===== src/hw/rtl/scpp_pkg.sv =====
// ============================================================================
// Sparse column pad packer package
// Shared constants, operation codes and the queue entry type.
// ============================================================================
`timescale 1ns / 1ps
`default_nettype none

package scpp_pkg;

    localparam int GROUP_SIZE  = 4;
    localparam int PTR_W       = 20;
    localparam int PAD_W       = PTR_W + 1;
    localparam int ROW_W       = 16;
    localparam int VALUE_W     = 64;
    localparam int COL_W       = 16;
    localparam int CFG_W       = 16;
    localparam int FILL_W      = $clog2(GROUP_SIZE);
    localparam int CNT_W       = $clog2(GROUP_SIZE + 1);
    localparam int QUEUE_DEPTH = 2;
    localparam int QPTR_W      = $clog2(QUEUE_DEPTH);
    localparam int QCNT_W      = $clog2(QUEUE_DEPTH + 1);

    localparam logic [1:0] MODE_POINTER = 2'd0;
    localparam logic [1:0] MODE_ELEMENT = 2'd1;
    localparam logic [1:0] MODE_FINISH  = 2'd2;

    localparam logic [0:0] REG_NUM_COLS = 1'd0;
    localparam logic [0:0] REG_NUM_ROWS = 1'd1;

    localparam logic KIND_RECORD = 1'b0;
    localparam logic KIND_GROUP  = 1'b1;

    typedef enum logic [1:0] {
        OP_RECORD,
        OP_GROUP,
        OP_FINISH
    } op_t;

    typedef struct packed {
        op_t                                  op;
        logic [PTR_W-1:0]                     len;
        logic [CNT_W-1:0]                     cnt;
        logic [GROUP_SIZE-1:0][VALUE_W-1:0]   values;
        logic [GROUP_SIZE-1:0][ROW_W-1:0]     rows;
    } entry_t;

endpackage

`default_nettype wire


===== src/hw/rtl/scpp_front.sv =====
// ============================================================================
// Sparse column pad packer front end
// Accepts items, tracks column state and queues records, groups and finishes.
// ============================================================================
`timescale 1ns / 1ps
`default_nettype none

module scpp_front
(
    input  wire logic                          clk,
    input  wire logic                          rst_n,
    input  wire logic                          push,
    output logic                               full,
    input  wire logic [1:0]                    mode,
    input  wire logic [scpp_pkg::PTR_W-1:0]    col_pointer,
    input  wire logic [scpp_pkg::VALUE_W-1:0]  elem_value,
    input  wire logic [scpp_pkg::ROW_W-1:0]    elem_row,
    input  wire logic [scpp_pkg::COL_W-1:0]    num_cols,
    input  wire logic                          q_full,
    output logic                               q_push,
    output scpp_pkg::entry_t                   q_entry
);
    import scpp_pkg::*;

    logic [PTR_W-1:0]   prev_pointer_reg;
    logic [PTR_W-1:0]   prev_pointer_next;
    logic               pointer_seen_reg;
    logic               pointer_seen_next;
    logic [PTR_W-1:0]   remaining_reg;
    logic [PTR_W-1:0]   remaining_next;
    logic [FILL_W-1:0]  fill_reg;
    logic [FILL_W-1:0]  fill_next;
    logic [COL_W-1:0]   cols_reg;
    logic [COL_W-1:0]   cols_next;
    logic [VALUE_W-1:0] slot_values_reg [GROUP_SIZE];
    logic [ROW_W-1:0]   slot_rows_reg   [GROUP_SIZE];

    logic               accept;
    logic               slot_write;
    logic [PTR_W-1:0]   length;
    logic [COL_W:0]     limit;
    logic [COL_W:0]     due;

    assign full   = q_full;
    assign accept = push && !q_full;
    assign length = col_pointer - prev_pointer_reg;
    assign limit  = (COL_W+1)'(num_cols) + (COL_W+1)'(GROUP_SIZE)
                    - (COL_W+1)'(num_cols[FILL_W-1:0]);
    assign due    = limit - (COL_W+1)'(cols_reg);

    always_comb
    begin
        prev_pointer_next = prev_pointer_reg;
        pointer_seen_next = pointer_seen_reg;
        remaining_next    = remaining_reg;
        fill_next         = fill_reg;
        cols_next         = cols_reg;
        slot_write        = 1'b0;
        q_push            = 1'b0;
        q_entry.op        = OP_RECORD;
        q_entry.len       = length;
        q_entry.cnt       = CNT_W'(fill_reg) + CNT_W'(1);
        for (int j = 0; j < GROUP_SIZE; j++)
        begin
            q_entry.values[j] = (FILL_W'(j) == fill_reg) ? elem_value : slot_values_reg[j];
            q_entry.rows[j]   = (FILL_W'(j) == fill_reg) ? elem_row : slot_rows_reg[j];
        end
        if (accept)
        begin
            unique case (mode)
                MODE_POINTER:
                begin
                    if (!pointer_seen_reg)
                    begin
                        prev_pointer_next = col_pointer;
                        pointer_seen_next = 1'b1;
                    end
                    else if (cols_reg < num_cols)
                    begin
                        prev_pointer_next = col_pointer;
                        remaining_next    = length;
                        fill_next         = '0;
                        cols_next         = cols_reg + COL_W'(1);
                        q_push            = 1'b1;
                    end
                end
                MODE_ELEMENT:
                begin
                    if (remaining_reg != '0)
                    begin
                        slot_write     = 1'b1;
                        remaining_next = remaining_reg - PTR_W'(1);
                        fill_next      = fill_reg + FILL_W'(1);
                        if (fill_reg == FILL_W'(GROUP_SIZE - 1) || remaining_reg == PTR_W'(1))
                        begin
                            fill_next  = '0;
                            q_push     = 1'b1;
                            q_entry.op = OP_GROUP;
                        end
                    end
                end
                MODE_FINISH:
                begin
                    prev_pointer_next = '0;
                    pointer_seen_next = 1'b0;
                    remaining_next    = '0;
                    fill_next         = '0;
                    cols_next         = '0;
                    q_entry.op        = OP_FINISH;
                    if ((COL_W+1)'(cols_reg) < limit)
                    begin
                        q_push      = 1'b1;
                        q_entry.cnt = (due > (COL_W+1)'(GROUP_SIZE)) ? CNT_W'(GROUP_SIZE)
                                                                     : due[CNT_W-1:0];
                    end
                end
                default:
                begin
                end
            endcase
        end
    end

    always_ff @(posedge clk or negedge rst_n)
    begin
        if (!rst_n)
        begin
            prev_pointer_reg <= '0;
            pointer_seen_reg <= 1'b0;
            remaining_reg    <= '0;
            fill_reg         <= '0;
            cols_reg         <= '0;
        end
        else
        begin
            prev_pointer_reg <= prev_pointer_next;
            pointer_seen_reg <= pointer_seen_next;
            remaining_reg    <= remaining_next;
            fill_reg         <= fill_next;
            cols_reg         <= cols_next;
        end
    end

    always_ff @(posedge clk)
    begin
        if (slot_write)
        begin
            slot_values_reg[fill_reg] <= elem_value;
            slot_rows_reg[fill_reg]   <= elem_row;
        end
    end

endmodule

`default_nettype wire


===== src/hw/rtl/scpp_queue.sv =====
// ============================================================================
// Sparse column pad packer queue
// Short first-in first-out buffer between the front and back ends.
// ============================================================================
`timescale 1ns / 1ps
`default_nettype none

module scpp_queue
(
    input  wire logic              clk,
    input  wire logic              rst_n,
    input  wire logic              q_push,
    input  wire scpp_pkg::entry_t  q_wdata,
    output logic                   q_full,
    input  wire logic              q_pop,
    output logic                   q_empty,
    output scpp_pkg::entry_t       q_rdata
);
    import scpp_pkg::*;

    entry_t            mem [QUEUE_DEPTH];
    logic [QPTR_W-1:0] wr_ptr_reg;
    logic [QPTR_W-1:0] wr_ptr_next;
    logic [QPTR_W-1:0] rd_ptr_reg;
    logic [QPTR_W-1:0] rd_ptr_next;
    logic [QCNT_W-1:0] count_reg;
    logic [QCNT_W-1:0] count_next;
    logic              do_push;
    logic              do_pop;

    assign q_full  = (count_reg == QCNT_W'(QUEUE_DEPTH));
    assign q_empty = (count_reg == '0);
    assign q_rdata = mem[rd_ptr_reg];
    assign do_push = q_push && !q_full;
    assign do_pop  = q_pop && !q_empty;

    always_comb
    begin
        wr_ptr_next = wr_ptr_reg;
        rd_ptr_next = rd_ptr_reg;
        count_next  = count_reg;
        if (do_push)
        begin
            wr_ptr_next = (wr_ptr_reg == QPTR_W'(QUEUE_DEPTH - 1)) ? '0
                                                                   : wr_ptr_reg + QPTR_W'(1);
        end
        if (do_pop)
        begin
            rd_ptr_next = (rd_ptr_reg == QPTR_W'(QUEUE_DEPTH - 1)) ? '0
                                                                   : rd_ptr_reg + QPTR_W'(1);
        end
        if (do_push && !do_pop)
        begin
            count_next = count_reg + QCNT_W'(1);
        end
        else if (do_pop && !do_push)
        begin
            count_next = count_reg - QCNT_W'(1);
        end
    end

    always_ff @(posedge clk or negedge rst_n)
    begin
        if (!rst_n)
        begin
            wr_ptr_reg <= '0;
            rd_ptr_reg <= '0;
            count_reg  <= '0;
        end
        else
        begin
            wr_ptr_reg <= wr_ptr_next;
            rd_ptr_reg <= rd_ptr_next;
            count_reg  <= count_next;
        end
    end

    always_ff @(posedge clk)
    begin
        if (do_push)
        begin
            mem[wr_ptr_reg] <= q_wdata;
        end
    end

endmodule

`default_nettype wire


===== src/hw/rtl/scpp_back.sv =====
// ============================================================================
// Sparse column pad packer back end
// Expands queued operations into result items and holds them for the receiver.
// ============================================================================
`timescale 1ns / 1ps
`default_nettype none

module scpp_back
(
    input  wire logic                                      clk,
    input  wire logic                                      rst_n,
    input  wire logic                                      q_empty,
    input  wire scpp_pkg::entry_t                          q_rdata,
    output logic                                           q_pop,
    input  wire logic [scpp_pkg::ROW_W-1:0]                num_rows,
    output logic                                           empty,
    input  wire logic                                      pop,
    output logic                                           kind,
    output logic [scpp_pkg::PTR_W-1:0]                     col_length,
    output logic [scpp_pkg::PAD_W-1:0]                     col_length_padded,
    output logic [scpp_pkg::GROUP_SIZE-1:0][scpp_pkg::VALUE_W-1:0] values,
    output logic [scpp_pkg::GROUP_SIZE-1:0][scpp_pkg::ROW_W-1:0]   rows,
    output logic                                           last
);
    import scpp_pkg::*;

    logic                               out_valid_reg;
    logic                               out_valid_next;
    logic [CNT_W-1:0]                   sub_reg;
    logic [CNT_W-1:0]                   sub_next;
    logic                               kind_reg;
    logic [PTR_W-1:0]                   len_reg;
    logic [PAD_W-1:0]                   padded_reg;
    logic [GROUP_SIZE-1:0][VALUE_W-1:0] values_reg;
    logic [GROUP_SIZE-1:0][ROW_W-1:0]   rows_reg;
    logic                               last_reg;

    logic                               load;
    logic                               kind_d;
    logic [PTR_W-1:0]                   len_d;
    logic [PAD_W-1:0]                   padded_d;
    logic [PAD_W-1:0]                   round_up;
    logic [GROUP_SIZE-1:0][VALUE_W-1:0] values_d;
    logic [GROUP_SIZE-1:0][ROW_W-1:0]   rows_d;
    logic                               last_d;

    assign load     = !q_empty && (!out_valid_reg || pop);
    assign round_up = PAD_W'(q_rdata.len) + PAD_W'(GROUP_SIZE - 1);

    always_comb
    begin
        kind_d   = KIND_RECORD;
        len_d    = '0;
        padded_d = '0;
        values_d = '0;
        rows_d   = '0;
        last_d   = 1'b1;
        q_pop    = 1'b0;
        sub_next = sub_reg;
        if (load)
        begin
            unique case (q_rdata.op)
                OP_RECORD:
                begin
                    len_d    = q_rdata.len;
                    padded_d = round_up & ~PAD_W'(GROUP_SIZE - 1);
                    q_pop    = 1'b1;
                end
                OP_GROUP:
                begin
                    kind_d = KIND_GROUP;
                    for (int j = 0; j < GROUP_SIZE; j++)
                    begin
                        if (CNT_W'(j) < q_rdata.cnt)
                        begin
                            values_d[j] = q_rdata.values[j];
                            rows_d[j]   = q_rdata.rows[j];
                        end
                        else
                        begin
                            rows_d[j] = num_rows + ROW_W'(j);
                        end
                    end
                    q_pop = 1'b1;
                end
                OP_FINISH:
                begin
                    last_d = (sub_reg + CNT_W'(1) == q_rdata.cnt);
                    if (last_d)
                    begin
                        q_pop    = 1'b1;
                        sub_next = '0;
                    end
                    else
                    begin
                        sub_next = sub_reg + CNT_W'(1);
                    end
                end
                default:
                begin
                end
            endcase
        end
    end

    always_comb
    begin
        out_valid_next = out_valid_reg;
        if (load)
        begin
            out_valid_next = 1'b1;
        end
        else if (pop)
        begin
            out_valid_next = 1'b0;
        end
    end

    always_ff @(posedge clk or negedge rst_n)
    begin
        if (!rst_n)
        begin
            out_valid_reg <= 1'b0;
            sub_reg       <= '0;
        end
        else
        begin
            out_valid_reg <= out_valid_next;
            sub_reg       <= sub_next;
        end
    end

    always_ff @(posedge clk)
    begin
        if (load)
        begin
            kind_reg   <= kind_d;
            len_reg    <= len_d;
            padded_reg <= padded_d;
            values_reg <= values_d;
            rows_reg   <= rows_d;
            last_reg   <= last_d;
        end
    end

    assign empty             = !out_valid_reg;
    assign kind              = kind_reg;
    assign col_length        = len_reg;
    assign col_length_padded = padded_reg;
    assign values            = values_reg;
    assign rows              = rows_reg;
    assign last              = last_reg;

endmodule

`default_nettype wire


===== src/hw/rtl/sparse_column_pad_packer.sv =====
// ============================================================================
// Sparse column pad packer
// Reformats a compressed-sparse-column stream into column records and
// padded groups of four nonzeros.
//
// Input items enter through push/full with a mode field: column pointer,
// nonzero element or finish. An item is taken on a clock edge where push
// is high and full is low. Results leave through empty/pop; the oldest
// result sits on the output ports while empty is low and is taken on an
// edge where pop is high. Registers num_cols and num_rows are written
// through write_en, reg_index and write_data; the user must write them
// only while the block idles, as the block itself does not enforce it.
// A new item can be taken every cycle while full is low. A result passes
// through the queue and is then loaded into the output register. A finish
// item makes up to four records, and the back end emits them one at a time,
// so the two-entry queue between front and back fills and full rises while
// they drain. When the receiver holds pop low, the output register and the
// queue fill and full is raised; nothing is lost. Reset clears the column
// state, empties the queue and sets both registers to one.
// ============================================================================
`timescale 1ns / 1ps
`default_nettype none

module sparse_column_pad_packer
(
    input  wire logic                            clk,
    input  wire logic                            rst_n,
    input  wire logic                            push,
    output logic                                 full,
    input  wire logic [1:0]                      mode,
    input  wire logic [scpp_pkg::PTR_W-1:0]      col_pointer,
    input  wire logic [scpp_pkg::VALUE_W-1:0]    elem_value,
    input  wire logic [scpp_pkg::ROW_W-1:0]      elem_row,
    input  wire logic                            write_en,
    input  wire logic [0:0]                      reg_index,
    input  wire logic [scpp_pkg::CFG_W-1:0]      write_data,
    output logic                                 empty,
    input  wire logic                            pop,
    output logic                                 kind,
    output logic [scpp_pkg::PTR_W-1:0]           col_length,
    output logic [scpp_pkg::PAD_W-1:0]           col_length_padded,
    output logic [scpp_pkg::VALUE_W-1:0]         value_0,
    output logic [scpp_pkg::VALUE_W-1:0]         value_1,
    output logic [scpp_pkg::VALUE_W-1:0]         value_2,
    output logic [scpp_pkg::VALUE_W-1:0]         value_3,
    output logic [scpp_pkg::ROW_W-1:0]           row_0,
    output logic [scpp_pkg::ROW_W-1:0]           row_1,
    output logic [scpp_pkg::ROW_W-1:0]           row_2,
    output logic [scpp_pkg::ROW_W-1:0]           row_3,
    output logic                                 last
);
    import scpp_pkg::*;

    logic [COL_W-1:0]                   num_cols_reg;
    logic [COL_W-1:0]                   num_cols_next;
    logic [ROW_W-1:0]                   num_rows_reg;
    logic [ROW_W-1:0]                   num_rows_next;

    logic                               q_push;
    logic                               q_full;
    logic                               q_pop;
    logic                               q_empty;
    entry_t                             q_wdata;
    entry_t                             q_rdata;
    logic [GROUP_SIZE-1:0][VALUE_W-1:0] values;
    logic [GROUP_SIZE-1:0][ROW_W-1:0]   rows;

    always_comb
    begin
        num_cols_next = num_cols_reg;
        num_rows_next = num_rows_reg;
        if (write_en)
        begin
            unique case (reg_index)
                REG_NUM_COLS: num_cols_next = COL_W'(write_data);
                REG_NUM_ROWS: num_rows_next = ROW_W'(write_data);
                default:
                begin
                end
            endcase
        end
    end

    always_ff @(posedge clk or negedge rst_n)
    begin
        if (!rst_n)
        begin
            num_cols_reg <= COL_W'(1);
            num_rows_reg <= ROW_W'(1);
        end
        else
        begin
            num_cols_reg <= num_cols_next;
            num_rows_reg <= num_rows_next;
        end
    end

    scpp_front u_front
    (
        .clk         (clk),
        .rst_n       (rst_n),
        .push        (push),
        .full        (full),
        .mode        (mode),
        .col_pointer (col_pointer),
        .elem_value  (elem_value),
        .elem_row    (elem_row),
        .num_cols    (num_cols_reg),
        .q_full      (q_full),
        .q_push      (q_push),
        .q_entry     (q_wdata)
    );

    scpp_queue u_queue
    (
        .clk     (clk),
        .rst_n   (rst_n),
        .q_push  (q_push),
        .q_wdata (q_wdata),
        .q_full  (q_full),
        .q_pop   (q_pop),
        .q_empty (q_empty),
        .q_rdata (q_rdata)
    );

    scpp_back u_back
    (
        .clk               (clk),
        .rst_n             (rst_n),
        .q_empty           (q_empty),
        .q_rdata           (q_rdata),
        .q_pop             (q_pop),
        .num_rows          (num_rows_reg),
        .empty             (empty),
        .pop               (pop),
        .kind              (kind),
        .col_length        (col_length),
        .col_length_padded (col_length_padded),
        .values            (values),
        .rows              (rows),
        .last              (last)
    );

    assign value_0 = values[0];
    assign value_1 = values[1];
    assign value_2 = values[2];
    assign value_3 = values[3];
    assign row_0   = rows[0];
    assign row_1   = rows[1];
    assign row_2   = rows[2];
    assign row_3   = rows[3];

endmodule

`default_nettype wire

===== config.mk =====
export PLATFORM = sky130hd
export DESIGN_NAME = sparse_column_pad_packer
export DESIGN_NICKNAME = d
export VERILOG_FILES = /design/src/hw/rtl/scpp_pkg.sv /design/src/hw/rtl/scpp_front.sv /design/src/hw/rtl/scpp_queue.sv /design/src/hw/rtl/scpp_back.sv /design/src/hw/rtl/sparse_column_pad_packer.sv
export SDC_FILE = /design/constraint.sdc
export NUM_CORES = 2
export LEC_CHECK = 0
export CAP_MARGIN = 20
export CORE_MARGIN = 2
export CORE_UTILIZATION = 40
export DETAILED_ROUTE_END_ITERATION = 16
export DONT_BUFFER_PORTS = 1
export HOLD_SLACK_MARGIN = 0.1
export PLACE_DENSITY = 0.62
export SLEW_MARGIN = 20
export SYNTH_ARGS = -nofsm -noshare
export SYNTH_HDL_FRONTEND = slang
export SYNTH_HIERARCHICAL = 1
export SYNTH_SLANG_ARGS = --single-unit

===== constraint.sdc =====
create_clock -name clk -period 29.3 [get_ports clk]
set_input_delay 1.465 -clock clk [delete_from_list [all_inputs] [get_ports clk]]
set_output_delay 1.465 -clock clk [all_outputs]
set_load 0.005 [all_outputs]

# [Word-level counts from Yosys, hierarchy flattened]
# Memory sizes are Yosys's and may differ from the RTL's.
# Cells that the tools add are included.
[word_totals] regBits=462 latch_bits=0 mem_bits_rw=1010 romBits=0 input_bits=124 out_inout_bits=365 word_cells=163 mem_count=3
[op_classes] addsub=17 multipliers=0 n_div=0 n_lt_le_gt_ge=7 eq_ne=15 n_shift=0 mux=61 n_bitwise=1 reduce_logical=34
[memory_table] name="u_queue.mem" words=2 width=345 rd=1 rd_clocked_by_memory_dff=0 wr=1 line_no="scpp_queue.sv:21" rtl="entry_t mem [QUEUE_DEPTH];"
[memory_table] name="u_front.slot_values_reg" words=4 width=64 rd=4 rd_clocked_by_memory_dff=0 wr=1 line_no="scpp_front.sv:35" rtl="logic [VALUE_W-1:0] slot_values_reg [GROUP_SIZE];"
[memory_table] name="u_front.slot_rows_reg" words=4 width=16 rd=4 rd_clocked_by_memory_dff=0 wr=1 line_no="scpp_front.sv:36" rtl="logic [ROW_W-1:0] slot_rows_reg [GROUP_SIZE];"
[op_table] cell="$mux 64" count=4
[op_table] cell="$mux 16" count=10
[op_table] cell="$mux 20" count=5
[op_table] cell="$pmux 20 s3" count=1
[op_table] cell="$pmux 20 s2" count=1
[op_table] cell="$add 16x1->16 const B" count=2
[op_table] cell="$add 16x2->16 const B" count=2
[op_table] cell="$pmux 16 s2" count=1
[op_table] cell="$add 20x2->21 const B" count=1
[op_table] cell="$mux 1" count=21
[op_table] cell="$eq 20x1->1 const B" count=1
[op_table] cell="$reduce_bool 20->1" count=1
[op_table] cell="$sub 20x1->20 const B" count=1
[op_table] cell="$sub 20x20->20" count=1
[op_table] cell="$add 16x3->17 const B" count=1
[op_table] cell="$gt 17x3->1 const B" count=1
[op_table] cell="$lt 16x17->1" count=1
[op_table] cell="$sub 17x16->17" count=1
[op_table] cell="$sub 17x2->17" count=1
[op_table] cell="$lt 16x16->1" count=1
[op_table] cell="$mux 2" count=8
[op_table] cell="$reduce_and 2->1" count=8
[op_table] cell="$mux 3" count=5
[op_table] cell="$eq 2x2->1 const B" count=4
[op_table] cell="28 further kinds" count=52

# [Depth between registers and ports, before layout]
[depth] word_depth=11 mapped_depth=26 depth_no_buf=25

# [By module]
# The synthesis kept the hierarchy.
[by_module_without_submodules] module="scpp_queue" instances=1 cells_per_inst=1093 area_each_um2=26802.0 seq_area_each_um2=20820.0
[by_module_without_submodules] module="scpp_front" instances=1 cells_per_inst=1449 area_each_um2=19530.0 seq_area_each_um2=11085.6
[by_module_without_submodules] module="scpp_back" instances=1 cells_per_inst=1087 area_each_um2=15265.9 seq_area_each_um2=10940.5
[by_module_without_submodules] module="sparse_column_pad_packer" instances=1 cells_per_inst=69 area_each_um2=1255.0 seq_area_each_um2=803.3

# [Worst setup path after synthesis]
# OpenSTA, ideal clock, no wires.
[synth_path] path_kind="register to register" startpoint="register num_cols_reg[3]" endpoint="memory u_queue/mem[0][0] (netlist bit), enable pin" setup_time_ps=1059 arrival_time_ps=17929 required_time_ps=28241 path_slack_ps=10312 path_stages_with_launch=22 path_buffers=1 synth_period_minus_slack_ps=18988 path_cell_list="dfrtp_1 -> ha_1 -> a211oi_1 -> o21bai_1 -> a21oi_1 -> o21bai_1 -> a211oi_1 -> nor2_1 -> a21o_1 -> xor2_1 -> ha_1 -> and3_1 -> clkbuf_1 -> and2_1 -> a221oi_1 -> o21ai_0 -> nand3_1 -> nand3_1 -> a21oi_1 -> nor3_1 -> nand2_1 -> nor2_1"
[synth_between] elab_chain_len=9 word_cells_on_any_way=12 cone_classes="add/sub (2); order compare (2); mux (7); reduce/logical (1)"
[synth_rtl] item="start: declaration" line_no="sparse_column_pad_packer.sv:54" rtl="logic [COL_W-1:0] num_cols_reg;"
[synth_rtl] item="start signal: assignment" line_no="sparse_column_pad_packer.sv:93" rtl="num_cols_reg <= num_cols_next;"
[synth_rtl] item="$add 16x3->17" line_no="scpp_front.sv:47" rtl="assign limit = (COL_W+1)'(num_cols) + (COL_W+1)'(GROUP_SIZE)"
[synth_rtl] item="$sub 17x2->17" line_no="scpp_front.sv:48" rtl="- (COL_W+1)'(num_cols[FILL_W-1:0]);"
[synth_rtl] item="$lt 16x17->1" line_no="scpp_front.sv:110" rtl="if ((COL_W+1)'(cols_reg) < limit)"
[synth_rtl] item="$mux 1" line_no="scpp_front.sv:110"
[synth_rtl] item="$pmux 1 s3 *" line_no="scpp_front.sv:70" rtl="unique case (mode)"
[synth_rtl] item="$mux 1 *" line_no="scpp_front.sv:68" rtl="if (accept)"
[synth_rtl] item="named net q_push" line_no="sparse_column_pad_packer.sv:59" rtl="logic q_push;"
[synth_rtl] item="$logic_and 1x1->1 *" line_no="scpp_queue.sv:34" rtl="assign do_push = q_push && !q_full;"
[synth_rtl] item="$mux 1 *" line_no="scpp_queue.sv:80" rtl="if (do_push)"
[synth_rtl] item="$mux 1 (implied by the code) *" line_no="scpp_queue.sv:82" rtl="mem[wr_ptr_reg] <= q_wdata;"
[synth_rtl] item="end: declaration" line_no="scpp_queue.sv:21"
# The timed path passes the listed nets; every way through them passes the cells marked *.

# [Worst setup path after layout]
[layout_path] startpoint="register num_cols_reg[4]" endpoint="memory u_queue/mem[0][86] (netlist bit), enable pin"
# Same word-level chain as after synthesis.

==> key figures <==
Clocking
  – Setup Fix Bufs, Post-CTS: 0
  – Num CTS Buffers: 154
  – CTS tree: yes
  – Clock-pin slew on the worst setup and hold paths: 60 ps
  – Max clock buf depth: 3
  – Skew-Pair Late Insertion Delay: 790 ps
  – H-tree levels: 4
  – PostCTS Resize Cnt: 0
  – Hold_buf cts: 0
  – Clock sinks: 1470
  – Root buffer cell: clkbuf_16

Setup path
  – Worst Path Required: 29700 ps
  – WP buf/inv: 4
  – Crit path from: num_cols_reg[4]$_DFFE_PN0P_
  – WS Path Type: reg2reg
  – CP endpoint kind: register
  – Cells along the critical path: inv_1 > ha_1 > a211oi_1 > o21bai_1 > a21oi_1 > o21bai_1 > a211oi_1 > nor2_1 > a21o_1 > xor2_1 > ha_1 > and3_1 > and2_1 > a221oi_1 > o21ai_0 > nand3_1 > nand3_1 > a21oi_1 > nor3_1 > nand2_1 > nor2_4 > buf_4 > buf_4 > buf_4
  – Reg2Reg Launch Point: num_cols_reg[4]$_DFFE_PN0P_
  – CP Data Arrival Time: 8510 ps
  – Crit path max-delay family: buffers and inverters
  – Flop2flop setup slack: 21190 ps
  – Crit-path max FO: 71
  – FF-to-FF End: u_queue/mem[0][86]$_DFFE_PP_
  – R2R depth: 24
  – CP max stage delay: 940 ps
  – Startpoint types: register
  – Max stage delay cell, worst path: buf_4
  – Cell mode on critical path: buf_4

Placement
  – HPWL after DPL: 92200 um
  – IO Port Bufs: 0
  – Gp weighted congestion: 0.869
  – Post-DP Area: 64500 um2

Timing
  – Final worst-path cycle share: 27.7%
  – Fin crit period: 8110 ps
  – Setup TNS: 0 ps
  – Fmax: 123 MHz
  – Final hold vios: 0
  – WHS: 375 ps
  – Max-slew violation count: 0
  – Worst-Margin Slew: 1070 ps
  – Post-Route Skew: 32.0 ps
  – RSZ-0062 raised after global routing: false
  – Final setup fails: 0
  – Max-slew headroom: 28.3%

Yosys
  – Synth Warn #: 6
  – Post-synth EDFFs: 1371
  – Post-synth top area share: 65.5%
  – Syn Std Cell Area: 62900 um2
  – FF+latch count, synth: 1470
  – Mapped Cells: 3698
  – Sequential area share after synthesis: 69.4%
  – Yosys cell types: 94
  – Main flop type after synthesis: edfxtp_1
  – Top cells by area, synth: edfxtp_1 (66%), mux2_4 (8.3%), mux2_2 (6.3%), dfrtp_1 (3.9%), and3_1 (2.1%)
  – Yosys top cell by area: edfxtp_1
  – Average cell area after synthesis: 17.0 um2
  – Ys async rst share: 6.73%

Cells and area
  – Synth-to-Final Area Change: 10.2%
  – # nets final: 3922
  – Final Cell Area: 69300 um2
  – Share of layout cells above drive strength 1: 26.8%
  – Max reg flops: 690

Global routing
  – Number of global-route vias before repair: 31900
  – Largest net degree at the start of global routing: 100
  – Initial antenna violation count: 6
  – First-pass GRT wire length: 219000 um
  – GR Util All Layers: 18.3%
  – Congestion Overflow GR: 0

Route
  – Via density: 5.31
  – Iter 0 DRT Violations: 2507
  – Final ANT Viol Nets: 0
  – WL final: 150000 um
  – Pre-Repair DR Iteration Count: 7
  – Post-route DRC: 0
  – DR WL/cell: 25.4 um
  – Via count: 31300

Power
  – PD cells: 95.4 nW/um2
  – Peak supply drop: 0.0560 mV
  – Leakage: 0.0249 uW

Outcome
  – Outcome: finished, final reports clean

Floorplan
  – Die area: 160000 um2
  – Starting Density: 40.2%
  – Core area: 156000 um2
  – Row count: 145
  – Die Width: 400 um
  – I/O Pins: 489
  – Die height: 400 um

Flow run
  – MaxCap Viol Count: 0

Worst hold path
  – Hold WC Path Type: in2async
-- stage by stage --
stage	total power, uW	util [%]	setup WS [ps]	instances
CTS	6690	44.3	21240	5890
finish	6610	44.4	21190	5893
detailed placement	4800	41.3	21210	5614
global route	6910	44.3	20560	5890
global placement	4780	41.3	21130	5614
floorplan	4480	-	10310	3699
-- layer usage --
metal | up-vias | track usage (%) | wire (um)
li1 | 14100 | - | -
met1 | 16100 | 23.5 | 63500
met2 | 850 | 31.3 | 74600
met3 | 190 | 4.27 | 8370
met4 | 0 | 4.74 | 3150
met5 | - | 0 | 0
-- how the worst max path moves through the flow --
stage / depth (start not counted) / slack (ps) / to
global placement: 23 / 21130 / u_queue/mem[0][83]$_DFFE_PP_
CTS: 24 / 21240 / u_queue/mem[0][85]$_DFFE_PP_
global route: 24 / 20560 / u_queue/mem[0][216]$_DFFE_PP_
floorplan: 21 / 10310 / u_queue/mem[0][0]$_DFFE_PP_
detailed placement: 24 / 21210 / u_queue/mem[0][84]$_DFFE_PP_
finish: 24 / 21190 / u_queue/mem[0][86]$_DFFE_PP_
-- report_power, final --
group | internal (uW) | switching [uW]
combinational | 699 | 992
clock | 1060 | 809
sequential | 2820 | 236
-- cells in the final DEF (no fill, tap or decap), types with 7 or more instances in the layout --
| cell type | count |
|---|---|
| clkinv_2 | 25 |
| bufinv_16 | 7 |
| or3_1 | 14 |
| nor4_1 | 10 |
| nand2b_1 | 14 |
| o21a_1 | 9 |
| nor4_2 | 9 |
| ha_1 | 81 |
| nand3b_1 | 21 |
| nor3_2 | 7 |
| buf_4 | 44 |
| clkbuf_16 | 158 |
| a21oi_1 | 121 |
| xnor2_1 | 63 |
| xor2_1 | 30 |
| a31oi_1 | 10 |
| nand3_1 | 33 |
| and2_1 | 88 |
| nor2b_1 | 12 |
| nor2_1 | 92 |
| and3_1 | 205 |
| nor3_1 | 24 |
| nand2_1 | 111 |
| nand4_1 | 23 |
| mux2_4 | 350 |
| a31o_2 | 7 |
| a21o_1 | 17 |
| o21ai_1 | 9 |
| edfxtp_1 | 1371 |
| dfrtp_1 | 96 |
| mux2_2 | 349 |
| clkbuf_1 | 41 |
| o21ai_0 | 99 |
| o22ai_1 | 10 |
| inv_1 | 89 |
| clkinv_1 | 27 |
-- kinds of logic (layout without fill, tap and decap cells) --
group	after synthesis	count (layout)	share of synthesized area [%]
other cells	1	5	0.00597
buf+inv	279	412	2.79
compound gates	356	356	3.51
xor+xnor	94	94	1.33
flops	1470	1470	69.4
fa+ha+maj	86	86	1.72
mux	704	704	14.7
simple gates	708	708	6.50
-- cell type report --
class | instances | area, um2
Inverter | 92 | 350
Sequential cell | 1470 | 43700
Timing Repair Buffer | 44 | 330
Clock buffer | 200 | 4120
Antenna cell | 3 | 7.51
Tap cell | 2058 | 2570
Fill cell | 13400 | 86900
Multi-Input combinational cell | 1950 | 17600
Clock inverter | 76 | 676
-- synth_stat cells (10+ instances only) --
cell type  instances
nor4_1            10
nor3_1            24
and2_1            92
a21o_1            18
a31oi_1           11
xnor2_1           63
mux2_2           350
buf_12            33
nand2_1          111
o22ai_1           10
ha_1              85
o21ai_0           99
mux2_4           349
inv_1             89
nand4_1           23
nand3_1           33
xor2_1            30
nand2b_1          14
nand3b_1          21
or3_1             15
a21oi_1          122
nor2_1            94
dfrtp_1           97
and3_1           206
buf_6             13
nor2b_1           12
buf_2             22
edfxtp_1        1371
clkbuf_1         106
buf_4             11
Power figures use the tool's default switching activity.
